**config.mk**
```make
export PLATFORM = sky130hd
export DESIGN_NAME = krx_ctrl
export DESIGN_NICKNAME = d
export VERILOG_FILES = /design/src/krx_pkg.sv /design/src/krx_ctrl.sv
export SDC_FILE = /design/constraint.sdc
export NUM_CORES = 1
export LEC_CHECK = 0
export ABC_AREA = 1
export BUFFER_PORTS_ARGS = -buffer_cell sky130_fd_sc_hd__buf_2
export CAP_MARGIN = 30
export CORE_MARGIN = 2
export CORE_UTILIZATION = 55
export DETAILED_ROUTE_END_ITERATION = 6
export PLACE_DENSITY = 0.8
export SETUP_SLACK_MARGIN = 0.4
export SLEW_MARGIN = 0
export SYNTH_ARGS = -nofsm -noshare
export SYNTH_HDL_FRONTEND = slang
export SYNTH_SLANG_ARGS = --single-unit
```
**constraint.sdc**
```tcl
create_clock -name clk -period 4.4 [get_ports clk]
set_input_delay 0.88 -clock clk [delete_from_list [all_inputs] [get_ports clk]]
set_output_delay 0.88 -clock clk [all_outputs]
set_load 0.01 [all_outputs]
```
**src/krx_pkg.sv**
```systemverilog
// ----------------------------------------------------------------------------
// krx_pkg
// Shared codes, widths and control/status bundles of the record sorter.
// ----------------------------------------------------------------------------
package krx_pkg;

	// default store depth
	localparam int DEF_MAX_ENTRIES = 512;

	// payload widths
	localparam int KEY_W     = 32;
	localparam int TAG_W     = 9;
	localparam int REC_W     = KEY_W + TAG_W;
	localparam int POS_W     = 9;
	localparam int CNT_OUT_W = 10;

	// request codes
	localparam logic [1:0] REQ_APPEND = 2'd0;
	localparam logic [1:0] REQ_SORT   = 2'd1;
	localparam logic [1:0] REQ_READ   = 2'd2;
	localparam logic [1:0] REQ_CLEAR  = 2'd3;

	// result status codes
	localparam logic [1:0] ST_OK    = 2'd0;
	localparam logic [1:0] ST_FULL  = 2'd1;
	localparam logic [1:0] ST_RANGE = 2'd2;

	// commands from controller to datapath
	typedef struct packed {
		logic       re;          // read the store
		logic       rd_pos;      // read address is the request position
		logic       we;          // write the store
		logic       wr_cur;      // write the held record (else the appended one)
		logic       ld_cur;      // load held record from read data
		logic       cnt_inc;     // count one more record
		logic       cnt_clr;     // empty the store
		logic       emit;        // present a result next cycle
		logic       emit_read;   // result carries read data
		logic [1:0] emit_status;
	} cmd_t;

	// status from datapath to controller
	typedef struct packed {
		logic full;    // count at capacity
		logic pos_ok;  // read position below count
		logic multi;   // two or more records held
		logic swap;    // held record and read record out of order
	} sts_t;

endpackage

```
**src/krx_ctrl.sv**
```systemverilog
// ----------------------------------------------------------------------------
// krx_ctrl
// Request decoder and exchange sort sequencer of the record sorter.
// ----------------------------------------------------------------------------
module krx_ctrl #(
	parameter int MAX_ENTRIES = krx_pkg::DEF_MAX_ENTRIES,
	parameter int AW          = $clog2(MAX_ENTRIES),
	parameter int CW          = $clog2(MAX_ENTRIES + 1)
) (
	input  logic             clk,
	input  logic             arst_n,
	input  logic             start,
	input  logic [1:0]       req_type,
	output logic             busy,
	input  krx_pkg::sts_t    sts,
	input  logic [CW-1:0]    count,
	output krx_pkg::cmd_t    cmd,
	output logic [AW-1:0]    rd_addr,
	output logic [AW-1:0]    wr_addr
);
	import krx_pkg::*;

	localparam logic [2:0] S_IDLE  = 3'd0;
	localparam logic [2:0] S_LDI   = 3'd1;
	localparam logic [2:0] S_FIRST = 3'd2;
	localparam logic [2:0] S_CMP   = 3'd3;
	localparam logic [2:0] S_WRI   = 3'd4;

	logic [2:0]    state_q, state_d;
	logic [AW-1:0] i_q, i_d;
	logic [AW-1:0] j_q, j_d;
	logic          j_more;
	logic          i_more;

	// another compare left in this row, another row left in the pass
	assign j_more = (CW'(j_q) + CW'(1)) < count;
	assign i_more = (CW'(i_q) + CW'(2)) < count;
	assign busy   = (state_q != S_IDLE);

	// next state and commands
	always_comb begin
		cmd     = '0;
		rd_addr = '0;
		wr_addr = '0;
		state_d = state_q;
		i_d     = i_q;
		j_d     = j_q;
		unique case (state_q)
			S_IDLE: begin
				if (start) begin
					unique case (req_type)
						REQ_APPEND: begin
							cmd.emit = 1'b1;
							if (sts.full) begin
								cmd.emit_status = ST_FULL;
							end else begin
								cmd.we      = 1'b1;
								cmd.cnt_inc = 1'b1;
								cmd.emit_status = ST_OK;
							end
						end
						REQ_SORT: begin
							if (sts.multi) begin
								i_d     = '0;
								state_d = S_LDI;
							end else begin
								cmd.emit        = 1'b1;
								cmd.emit_status = ST_OK;
							end
						end
						REQ_READ: begin
							cmd.emit = 1'b1;
							if (sts.pos_ok) begin
								cmd.re          = 1'b1;
								cmd.rd_pos      = 1'b1;
								cmd.emit_read   = 1'b1;
								cmd.emit_status = ST_OK;
							end else begin
								cmd.emit_status = ST_RANGE;
							end
						end
						REQ_CLEAR: begin
							cmd.cnt_clr     = 1'b1;
							cmd.emit        = 1'b1;
							cmd.emit_status = ST_OK;
						end
						default: begin
							cmd.emit = 1'b0;
						end
					endcase
				end
			end
			S_LDI: begin
				cmd.re  = 1'b1;
				rd_addr = i_q;
				state_d = S_FIRST;
			end
			S_FIRST: begin
				cmd.ld_cur = 1'b1;
				cmd.re     = 1'b1;
				rd_addr    = i_q + AW'(1);
				j_d        = i_q + AW'(1);
				state_d    = S_CMP;
			end
			S_CMP: begin
				// swap: old held record goes to j, record j becomes held
				if (sts.swap) begin
					cmd.we     = 1'b1;
					cmd.wr_cur = 1'b1;
					cmd.ld_cur = 1'b1;
					wr_addr    = j_q;
				end
				if (j_more) begin
					cmd.re  = 1'b1;
					rd_addr = j_q + AW'(1);
					j_d     = j_q + AW'(1);
				end else begin
					state_d = S_WRI;
				end
			end
			S_WRI: begin
				// settle position i; in the same cycle start the next row, or end the sort after the last
				cmd.we     = 1'b1;
				cmd.wr_cur = 1'b1;
				wr_addr    = i_q;
				if (i_more) begin
					cmd.re  = 1'b1;
					rd_addr = i_q + AW'(1);
					i_d     = i_q + AW'(1);
					state_d = S_FIRST;
				end else begin
					cmd.emit        = 1'b1;
					cmd.emit_status = ST_OK;
					state_d         = S_IDLE;
				end
			end
			default: begin
				state_d = S_IDLE;
			end
		endcase
	end

	// state and loop counters
	always_ff @(posedge clk or negedge arst_n) begin
		if (!arst_n) begin
			state_q <= S_IDLE;
			i_q     <= '0;
			j_q     <= '0;
		end else begin
			state_q <= state_d;
			i_q     <= i_d;
			j_q     <= j_d;
		end
	end

	// a swap write never lands on the address being read
	a_rw_apart: assert property (@(posedge clk) disable iff (!arst_n)
		(cmd.we && cmd.re && !cmd.rd_pos && cmd.wr_cur) |-> (wr_addr != rd_addr))
		else $error("store read and write collide");

	// compare index stays inside the held records
	a_j_in_range: assert property (@(posedge clk) disable iff (!arst_n)
		(state_q == S_CMP) |-> (CW'(j_q) < count))
		else $error("compare index beyond count");

	// compare index always follows the held position
	a_i_below_j: assert property (@(posedge clk) disable iff (!arst_n)
		(state_q == S_CMP) |-> (i_q < j_q))
		else $error("compare index not above held position");

	// count holds still through a sort
	a_count_stable: assert property (@(posedge clk) disable iff (!arst_n)
		(state_q != S_IDLE) |=> $stable(count))
		else $error("count changed during sort");

endmodule

```
==> results of run 1 <==
## layout make-up
class,instances,area (sq um),area share (%)
inverters,70,262.8,9.541
flip-flops and latches,21,525.5,19.08
clock buffers,4,45.04,1.636
repair buffers,49,247.7,8.996
well taps,52,65.06,2.363
multi-input cells,298,1608,58.38
## stage by stage
step	util, %	instances	cell area [sq um]	hold WS (ns)
after floorplan	-	399	2457	0.4978
after global placement	62.47	490	2701	0.5511
after detailed placement	62.47	490	2701	0.5577
after CTS	63.51	494	2746	0.5781
after global routing	63.69	494	2754	0.6108
final	63.69	494	2754	0.5771
## layout by cell type (no fill, tap or decap), drive strengths merged
cell type	synthesis	layout
nand2	127	127
inv	70	70
buf	10	49
nand3	49	49
nor2	32	32
ha	21	21
dfrtp	21	21
o21ai	18	18
xor2	10	10
o22ai	9	9
nand4	7	7
a21oi	6	6
nor4	5	5
or2	5	5
clkbuf	0	4
nand3b	3	3
nor3	2	2
a22oi	1	1
a32o	1	1
o21bai	1	1
a21boi	1	1
## what timing repair did
item	CTS	global route
endpoints found under the setup margin	0	10
hold buffers	0	0
gates resized for setup	0	3
## flip-flops by register name, indices dropped and copies added (netlist names)
signal / count
i_q: 9
j_q: 9
state_q: 3
## worst max-delay path, delay by kind of cell (launching register included)
kind	cells	cell delay [ns]
AOI/OAI and AO/OA	1	0.26
adders and majority gates	2	0.51
buffers and inverters	2	0.17
DFF	1	0.48
and+or+nand+nor	9	1.24
## worst min-delay path by stage
stage / slack, ns / from / endpoint
finish: 0.58 / arst_n / j_q[4]
global route: 0.61 / arst_n / j_q[3]
CTS: 0.58 / j_q[8] / j_q[8]
detailed placement: 0.56 / j_q[8] / j_q[8]
global placement: 0.55 / j_q[8] / j_q[8]
floorplan: 0.50 / j_q[8] / j_q[8]
## cells by family (layout without fill, tap and decap cells)
logic type / count (synthesis) / count (layout) / synth area share, %
simple gates: 230 / 230 / 42.36
buf+inv: 80 / 123 / 13.49
compound gates: 37 / 37 / 8.503
fa+ha+maj: 21 / 21 / 10.69
flops: 21 / 21 / 21.38
xor+xnor: 10 / 10 / 3.564
## where the power goes
part	switching (mW)	leakage, nW	internal (mW)
Clock	0.0709	0.0228	0.0647
Combinational	0.432	1.32	0.194
Sequential	0.0516	0.280	0.230
Total	0.554	1.63	0.489
## metal layers
| metal | share of wire [%] | vias up | global-route usage, % |
|---|---|---|---|
| li1 | - | 1371 | - |
| met4 | 1.2 | 0 | 6.709 |
| met1 | 44 | 1252 | 41.77 |
| met3 | 8.9 | 10 | 3.134 |
| met5 | 0 | - | 0 |
| met2 | 46 | 143 | 49.01 |
==> flow_summary_export.csv, run 1 <==
group,metric,value,unit
status,outcome,"finished clean",
timing,setup_viol,0,
worst_setup_path,critPathLaunch,"j_q[0]",
worst_setup_path,critPathKind,"reg -> out",
worst_setup_path,r2r_end,"j_q[0]",
synthesis,synth-main-ff-cell,"dfrtp_1",
place,dp_slack,0.8098,ns
clock_tree,clock-sinks,21,
worst_setup_path,cp_max_fo,6,
worst_setup_path,critical_path.endpoint,"rd_addr[2]",
global_route,grt_pass1_wl,11.92,mm
synthesis,yosys-top-cells-count,"nand2_1, inv_1, nand3_1",
synthesis,synth_edf_count,0,
synthesis,yosysMostFrequentCell,"nand2_1",
timing,setup_tns,0,ns
clock_tree,postCtsSetupRepairBufs,0,
cells_and_area,n_antenna_cell,0,
timing,fin_skew,0.002467,ns
synthesis,syn_inst,399,
synthesis,ys_seq_area_share,21.38,%
timing,max_freq,261.3,MHz
timing,slew_violations,0,
floorplanning,fp.dieW,70.84,um
synthesis,ys_async_sr_fraction,100.0,%
power,p_per_area,378.9,nW/um^2
route,post_drt_wl_per_cell,14.75,um
clock_tree,clock_path_buffers,2,
floorplanning,die_area,5018,sq um
timing,final_hold_viol_count,0,
floorplanning,start_util,56.83,%
power,power,1.043,mW
floorplanning,core_area,4324,sq um
route,drc,0,
floorplanning,io_pins,49,
synthesis,netlist_top_cells_area,"dfrtp_1, nand2_1, ha_1",
synthesis,synth.top_cell.area_share,21.38,%
clock_tree,clock_latency,0.26,ns
floorplanning,die-height,70.84,um
cells_and_area,finalNetCount,483,
worst_setup_path,arrival,2.95,ns
clock_tree,clkSlewWorstSetupHoldPaths,0.09,ns
cells_and_area,fillCellCount,446,
worst_setup_path,rrSetupSlack,1.57,ns
cells_and_area,layout-drive-gt1-share,16.06,%
route,viasPerCell,5.619,
timing,worst_pin_slew,0.5180,ns
clock_tree,h-tree-depth,1,
place,place_congestion,1.005,
worst_setup_path,crit_path_end_kind,"primary output",
cells_and_area,area_growth,12.07,%
place,portBuffers,48,
synthesis,syn-num-nets,439,
run,drv_cap,0,
route,routed_wl,7.285,mm
worst_setup_path,cp_data_required_time,3.52,ns
timing,max-slew-margin-rel,65.47,%
clock_tree,cts_root_buffer,"clkbuf_8",
hold_path,hold_class,"in -> async",
route,drt_first_pass_iters,7,
timing,min_period,3.828,ns
global_route,grt_antenna_before_repair,0,
synthesis,synth_area,2457,sq um
worst_setup_path,r2r_start,"j_q[0]",
timing,rsz0062_at_grt,"yes",
worst_setup_path,cp-start-kind,"flop",
synthesis,syn_avg_cell_area,6.159,sq um
global_route,grt_overflow_total,0,
synthesis,netlist.top_cell.by_area,"dfrtp_1",
synthesis,yosys_warnings,0,
worst_setup_path,reg2reg_depth,14,
worst_setup_path,path_cells,"ha_1, nand2_1, nor2_2, nand2_1, nand2_1, nand2_1, ha_1, nand2_1, inv_1, a21oi_1, nand3_2, or2_0, nand3_1, buf_2",
timing,setup_ws,0.5724,ns
global_route,grt_usage,29.56,%
route,ant_nets,0,
floorplanning,rows,24,
global_route,grt_max_degree,23,
route,drtIter0Drc,220,
place,hpwlAfterDp,5.789,mm
power,leakage,1.625,nW
route,routed-via-count,2776,
timing,post-route-period-util,86.99,%
power,peakVddDrop,0.2604,mV
worst_setup_path,cp_slowest_cell,"dfrtp_1",
worst_setup_path,cpMostUsedCell,"nand2_1",
global_route,grt_pass1_vias,2542,
worst_setup_path,slowest_delay,0.48,ns
clock_tree,cts_tree,"done",
synthesis,ys_ff_latch,21,
clock_tree,numCtsBuffers,3,
synthesis,yosys.cell_types.count,31,
(Power assumes the default switching activity.)
==> run 2, diff against run 1 <==
--- a/config.mk
+++ b/config.mk
@@ -12,6 +12,7 @@
 export CORE_UTILIZATION = 55
 export DETAILED_ROUTE_END_ITERATION = 6
 export PLACE_DENSITY = 0.8
+export RECOVER_POWER = 50
 export SETUP_SLACK_MARGIN = 0.4
 export SLEW_MARGIN = 0
 export SYNTH_ARGS = -nofsm -noshare
==> run 2 against run 1 <==
Sequential power is essentially flat. Cell count is the same. Worst setup slack lost 0.13 ns. Global-route usage is the same. Maximum frequency shrank 3.2%. Critical endpoint is now rd_addr[8].
==> flow_summary_export.csv, run 2 (synthesis results as in run 1) <==
group,metric,value,unit
timing,fin_skew,0.004085,ns
floorplanning,io_pins,49,
place,place_congestion,1.005,
clock_tree,hold_buffers,0,
worst_setup_path,critPathBufInv,3,
timing,rsz0062_at_grt,"yes",
route,drt_first_pass_iters,5,
power,p_per_area,379.8,nW/um^2
timing,slew_violations,0,
clock_tree,clock_latency,0.27,ns
cells_and_area,most-common-layout-cells,"nand2_1, inv_1, nand3_1",
global_route,grt_overflow_total,0,
floorplanning,fp.dieW,70.84,um
cells_and_area,final_area,2721,sq um
place,dpl_cell_area,2701,sq um
worst_setup_path,path_delay_family,"simple AND/OR/NAND/NOR gates",
worst_setup_path,path_cells,"ha_1, nand2_1, nor2_2, nand2_1, nand2_1, nand2_1, ha_1, nand2_1, inv_1, a21oi_1, nand3_1, inv_1, nand3_1, nand2_1, buf_2",
clock_tree,cts_tree,"done",
route,post_drt_wl_per_cell,14.65,um
cells_and_area,n_antenna_cell,0,
cells_and_area,area_growth,10.74,%
worst_setup_path,cp_data_required_time,3.52,ns
global_route,grt_pass1_vias,2542,
status,outcome,"finished clean",
global_route,grt_usage,29.56,%
worst_setup_path,critPathKind,"reg -> out",
worst_setup_path,reg2reg_depth,7,
place,portBuffers,48,
timing,final_hold_viol_count,0,
clock_tree,clock-sinks,21,
global_route,grt_pass1_wl,11.92,mm
floorplanning,start_util,56.83,%
place,hpwlAfterDp,5.789,mm
power,leakage,1.580,nW
worst_setup_path,crit_path_end_kind,"primary output",
worst_setup_path,critPathLaunch,"j_q[0]",
global_route,grt_max_degree,23,
route,drc,0,
worst_setup_path,cp_slowest_cell,"dfrtp_1",
worst_setup_path,r2r_start,"state_q[2]",
clock_tree,h-tree-depth,1,
floorplanning,die-height,70.84,um
floorplanning,rows,24,
timing,max-slew-margin-rel,4.065,%
timing,max_freq,252.8,MHz
floorplanning,core_area,4324,sq um
worst_setup_path,cpMostUsedCell,"nand2_1",
route,drtIter0Drc,230,
hold_path,holdCritStartpoint,"j_q[8]",
timing,min_period,3.955,ns
hold_path,holdPathStages,2,
cells_and_area,mostFrequentLayoutCell,"nand2_1",
hold_path,hold_class,"reg -> reg",
worst_setup_path,cp_max_fo,6,
route,routed_wl,7.236,mm
global_route,grt_antenna_before_repair,0,
route,ant_nets,0,
timing,setup_tns,0,ns
worst_setup_path,arrival,3.08,ns
clock_tree,numCtsBuffers,3,
clock_tree,clkSlewWorstSetupHoldPaths,0.09,ns
timing,setup_viol,0,
route,routed-via-count,2808,
worst_setup_path,critical_path_depth,15,
cells_and_area,layout-drive-gt1-share,13.12,%
power,power,1.033,mW
run,drv_cap,0,
cells_and_area,top_regs,"i_q: 9 flops, j_q: 9 flops, state_q: 3 flops",
route,viasPerCell,5.684,
cells_and_area,finalNetCount,483,
floorplanning,die_area,5018,sq um
worst_setup_path,cp-start-kind,"flop",
clock_tree,cts_root_buffer,"clkbuf_8",
power,peakVddDrop,0.2597,mV
clock_tree,clock_path_buffers,2,
timing,worst_pin_slew,1.434,ns
worst_setup_path,slowest_delay,0.48,ns
timing,post-route-period-util,89.90,%
-- run 2: changes by cell type in the layout (fill, tap and decap cells not counted), sizes merged --
cell    previous run  this run
clkbuf             4        14
buf               49        39
-- run 2: final timing paths --
path | end | slack [ns]
max in group asynchronous | i_q[3] | 2.81
worst min register to register | j_q[8] | 0.58
worst max register to register | j_q[0] | 1.55
worst min-delay path | j_q[8] | 0.58
worst max-delay path | rd_addr[8] | 0.44
min in group asynchronous | j_q[1] | 0.85
-- run 2: per-layer routing --
metal  vias to the layer above  GRT usage (%)  wire, um
met5                         -              0         0
met4                         0          6.709        97
met3                        11          3.134       721
met2                       159          49.01      3349
met1                      1270          41.77      3067
li1                       1368              -         -
-- run 2: worst min-delay path: stages, from the launching register on --
cell	delay, ns
dfrtp_1	0.40
nand3_1	0.09
nand2_1	0.07
-- run 2: layout make-up --
cell class	count	area, sq um
Inverter	70	262.8
Clock buffer	4	45.04
Sequential cell	21	525.5
Fill cell	455	1603
Tap cell	52	65.06
Multi-Input combinational cell	298	1590
Timing Repair Buffer	49	232.7
-- run 2: through the flow --
step | util (%) | hold WS (ns) | setup slack, ns | cells
floorplan | - | 0.4978 | 1.385 | 399
global placement | 62.47 | 0.5511 | 0.8259 | 490
detailed placement | 62.47 | 0.5577 | 0.8098 | 490
CTS | 63.51 | 0.5781 | 0.4968 | 494
global route | 62.93 | 0.6325 | 0.2388 | 494
finish | 62.93 | 0.5800 | 0.4446 | 494
-- run 2: report_power, final --
part	total (mW)	internal, mW	switching [mW]
registers	0.281	0.230	0.0510
logic	0.616	0.188	0.428
clock network	0.136	0.0647	0.0714
total	1.03	0.484	0.550
-- run 2: what timing repair did --
item / CTS / global route
buffers inserted: 0 / 0
endpoints found under the setup margin: 0 / 10
resized for setup: 0 / 3
hold endpoints to repair: 0 / 0
==> run 3, diff against run 2 <==
--- a/config.mk
+++ b/config.mk
@@ -5,13 +5,12 @@
 export SDC_FILE = /design/constraint.sdc
 export NUM_CORES = 1
 export LEC_CHECK = 0
-export ABC_AREA = 1
 export BUFFER_PORTS_ARGS = -buffer_cell sky130_fd_sc_hd__buf_2
 export CAP_MARGIN = 30
 export CORE_MARGIN = 2
 export CORE_UTILIZATION = 55
 export DETAILED_ROUTE_END_ITERATION = 6
-export PLACE_DENSITY = 0.8
+export PLACE_DENSITY = 0.81
 export RECOVER_POWER = 50
 export SETUP_SLACK_MARGIN = 0.4
 export SLEW_MARGIN = 0
==> run 3 against run 2 <==
Die area shrank 11%. First-iteration DRC count shrank 18%. Combinational power grew 46%. Cell count shrank 24%. Critical endpoint is now rd_addr[1].
==> flow_summary_export.csv, run 3 <==
group,metric,value,unit
timing,finalHoldWorstSlack,0.6420,ns
worst_setup_path,arrival,3.23,ns
floorplanning,die_area,4466,sq um
synthesis,yosys_warnings,0,
cells_and_area,final_cells,376,
timing,max-slew-margin-rel,24.88,%
synthesis,synth_area,2171,sq um
clock_tree,cts_root_buffer,"clkbuf_8",
floorplanning,core_area,3716,sq um
worst_setup_path,cp_max_fo,4,
cells_and_area,most-common-layout-cells,"buf_2, nand2_1, nor2_1, a21oi_1, ha_1",
timing,fin_skew,0.002492,ns
timing,setup_viol,0,
synthesis,ys_async_sr_fraction,100.0,%
route,viasPerCell,6.098,
timing,slew_violations,0,
place,portBuffers,48,
cells_and_area,finalNetCount,369,
cells_and_area,area_growth,20.40,%
clock_tree,cts_tree,"done",
worst_setup_path,cp-start-kind,"flop",
timing,post-route-period-util,93.37,%
timing,setup_ws,0.2919,ns
route,drc,0,
status,outcome,"finished clean",
synthesis,netlist.top_cell.by_area,"dfrtp_1",
worst_setup_path,r2r_end,"j_q[2]",
route,routed_wl,6.354,mm
synthesis,synthAdderAreaFrac,12.10,%
synthesis,synth.top_cell.area_share,24.21,%
synthesis,syn_inst,276,
synthesis,yosysMostFrequentCell,"nand2_1",
synthesis,synth_top_family_by_area,"simple AND/OR/NAND/NOR gates",
run,drv_cap,0,
clock_tree,clock_latency,0.26,ns
place,place_congestion,0.9513,
place,placedCellCount,358,
global_route,grt_antenna_before_repair,0,
floorplanning,start_util,58.42,%
floorplanning,io_pins,49,
route,ant_nets,0,
cells_and_area,finalCoreUtilization,70.34,%
place,dp_slack,0.4888,ns
route,routed-via-count,2293,
worst_setup_path,r2r_start,"j_q[0]",
clock_tree,clock-sinks,21,
global_route,grt_max_degree,22,
hold_path,hold_class,"reg -> reg",
cells_and_area,mostFrequentLayoutCell,"buf_2",
floorplanning,fp.dieW,66.83,um
synthesis,yosys-top-cells-count,"nand2_1, dfrtp_1, ha_1",
route,drtIter0Drc,188,
timing,rsz0062_at_grt,"no",
route,drt_first_pass_iters,4,
cells_and_area,n_antenna_cell,0,
route,post_drt_wl_per_cell,16.90,um
power,p_per_area,543.6,nW/um^2
worst_setup_path,critPathLaunch,"j_q[0]",
global_route,grt_pass1_vias,2032,
floorplanning,die-height,66.83,um
clock_tree,h-tree-depth,1,
clock_tree,clock_path_buffers,2,
synthesis,synth-compound-area-share,20.81,%
worst_setup_path,reg2reg_depth,13,
floorplanning,rows,22,
global_route,grt_pass1_wl,9.225,mm
synthesis,synth_xor_area_share,8.069,%
synthesis,syn-num-nets,316,
power,leakage,1.380,nW
cells_and_area,layout-drive-gt1-share,26.52,%
worst_setup_path,cp_data_required_time,3.52,ns
power,peakVddDrop,0.3933,mV
global_route,grt_usage,27.23,%
worst_setup_path,rrSetupSlack,1.18,ns
clock_tree,clkSlewWorstSetupHoldPaths,0.08,ns
timing,max_freq,243.4,MHz
place,hpwlAfterDp,4.457,mm
timing,worst_pin_slew,1.127,ns
synthesis,netlist_top_cells_area,"dfrtp_1, ha_1, xor2_1",
synthesis,yosys.cell_types.count,45,
cells_and_area,top_regs,"i_q: 9 flops, j_q: 9 flops, state_q: 3 flops",
synthesis,syn_avg_cell_area,7.865,sq um
synthesis,ys_ff_latch,21,
synthesis,synth-main-ff-cell,"dfrtp_1",
synthesis,synth_simple_gate_area_share,24.38,%
worst_setup_path,critical_path.endpoint,"rd_addr[1]",
timing,min_period,4.108,ns
synthesis,ys_seq_area_share,24.21,%
clock_tree,numCtsBuffers,3,
synthesis,synthMuxAreaShare,3.804,%
synthesis,synth_edf_count,0,
clock_tree,hold_buffers,0,
timing,final_hold_viol_count,0,
worst_setup_path,crit_path_end_kind,"primary output",
worst_setup_path,critPathKind,"reg -> out",
global_route,grt_overflow_total,0,
timing,setup_tns,0,ns
==> run 3: cell families (layout without fill, tap and decap cells) <==
family,count (synthesis),count (layout)
flops,21,21
buf+inv,34,86
xor+xnor,20,20
simple gates,107,107
mux,8,8
compound gates,65,65
fa+ha+maj,21,21
==> run 3: report_power, final <==
| group | total (mW) | internal (mW) | leakage, nW | switching, mW |
|---|---|---|---|---|
| registers | 0.391 | 0.256 | 0.267 | 0.135 |
| clock network | 0.131 | 0.0632 | 0.0255 | 0.0678 |
| logic | 0.899 | 0.391 | 1.09 | 0.508 |
==> run 3: worst min-delay path by stage <==
stage,start,endpoint,slack [ns],cells past startpoint
global placement,j_q[6],j_q[6],0.60,1
finish,i_q[2],i_q[2],0.64,2
floorplan,state_q[2],state_q[0],0.54,2
global route,i_q[2],i_q[2],0.67,2
CTS,arst_n,j_q[1],0.57,1
detailed placement,j_q[3],j_q[3],0.61,1
==> run 3: cell type report <==
type / count / area [sq um]
clock buffer: 3 / 41.29
clock inverter: 1 / 5.005
fill: 301 / 1102
inverter: 16 / 60.06
multi-input combinational: 221 / 1556
sequential: 21 / 530.5
tap: 48 / 60.06
timing repair buffer: 66 / 360.3
==> run 3: worst max-delay path, stage by stage (launching register included) <==
cell      delay (ns)
dfrtp_2         0.41
ha_2            0.19
and3_4          0.19
and3_4          0.19
and3_4          0.19
xor2_2          0.15
ha_1            0.32
nand4_1         0.11
nor2_1          0.07
a211oi_1        0.35
clkbuf_1        0.24
buf_4           0.15
nand4_1         0.09
o211ai_1        0.13
buf_2           0.16
==> run 3: repair_timing <==
item,CTS,global route
hold endpoints to repair,0,0
pin swaps,4,8
setup buffers,8,6
setup endpoints to repair,10,10
resized for setup,6,13
==> run 3: stage by stage <==
stage          cell area, sq um  total power, mW
2_1_floorplan              2171           0.9105
3_3_place_gp               2417            1.143
5_1_grt                    2614            1.497
3_5_place_dp               2417            1.154
6_report                   2614            1.421
4_1_cts                    2536            1.349
==> run 3: metal layers <==
metal | global-route usage (%) | wire, um | up-vias
met5 | 0 | 0 | -
met4 | 8.418 | 162 | 0
met3 | 2.365 | 451 | 27
met2 | 45.38 | 2976 | 115
met1 | 37.32 | 2763 | 1057
li1 | - | - | 1094
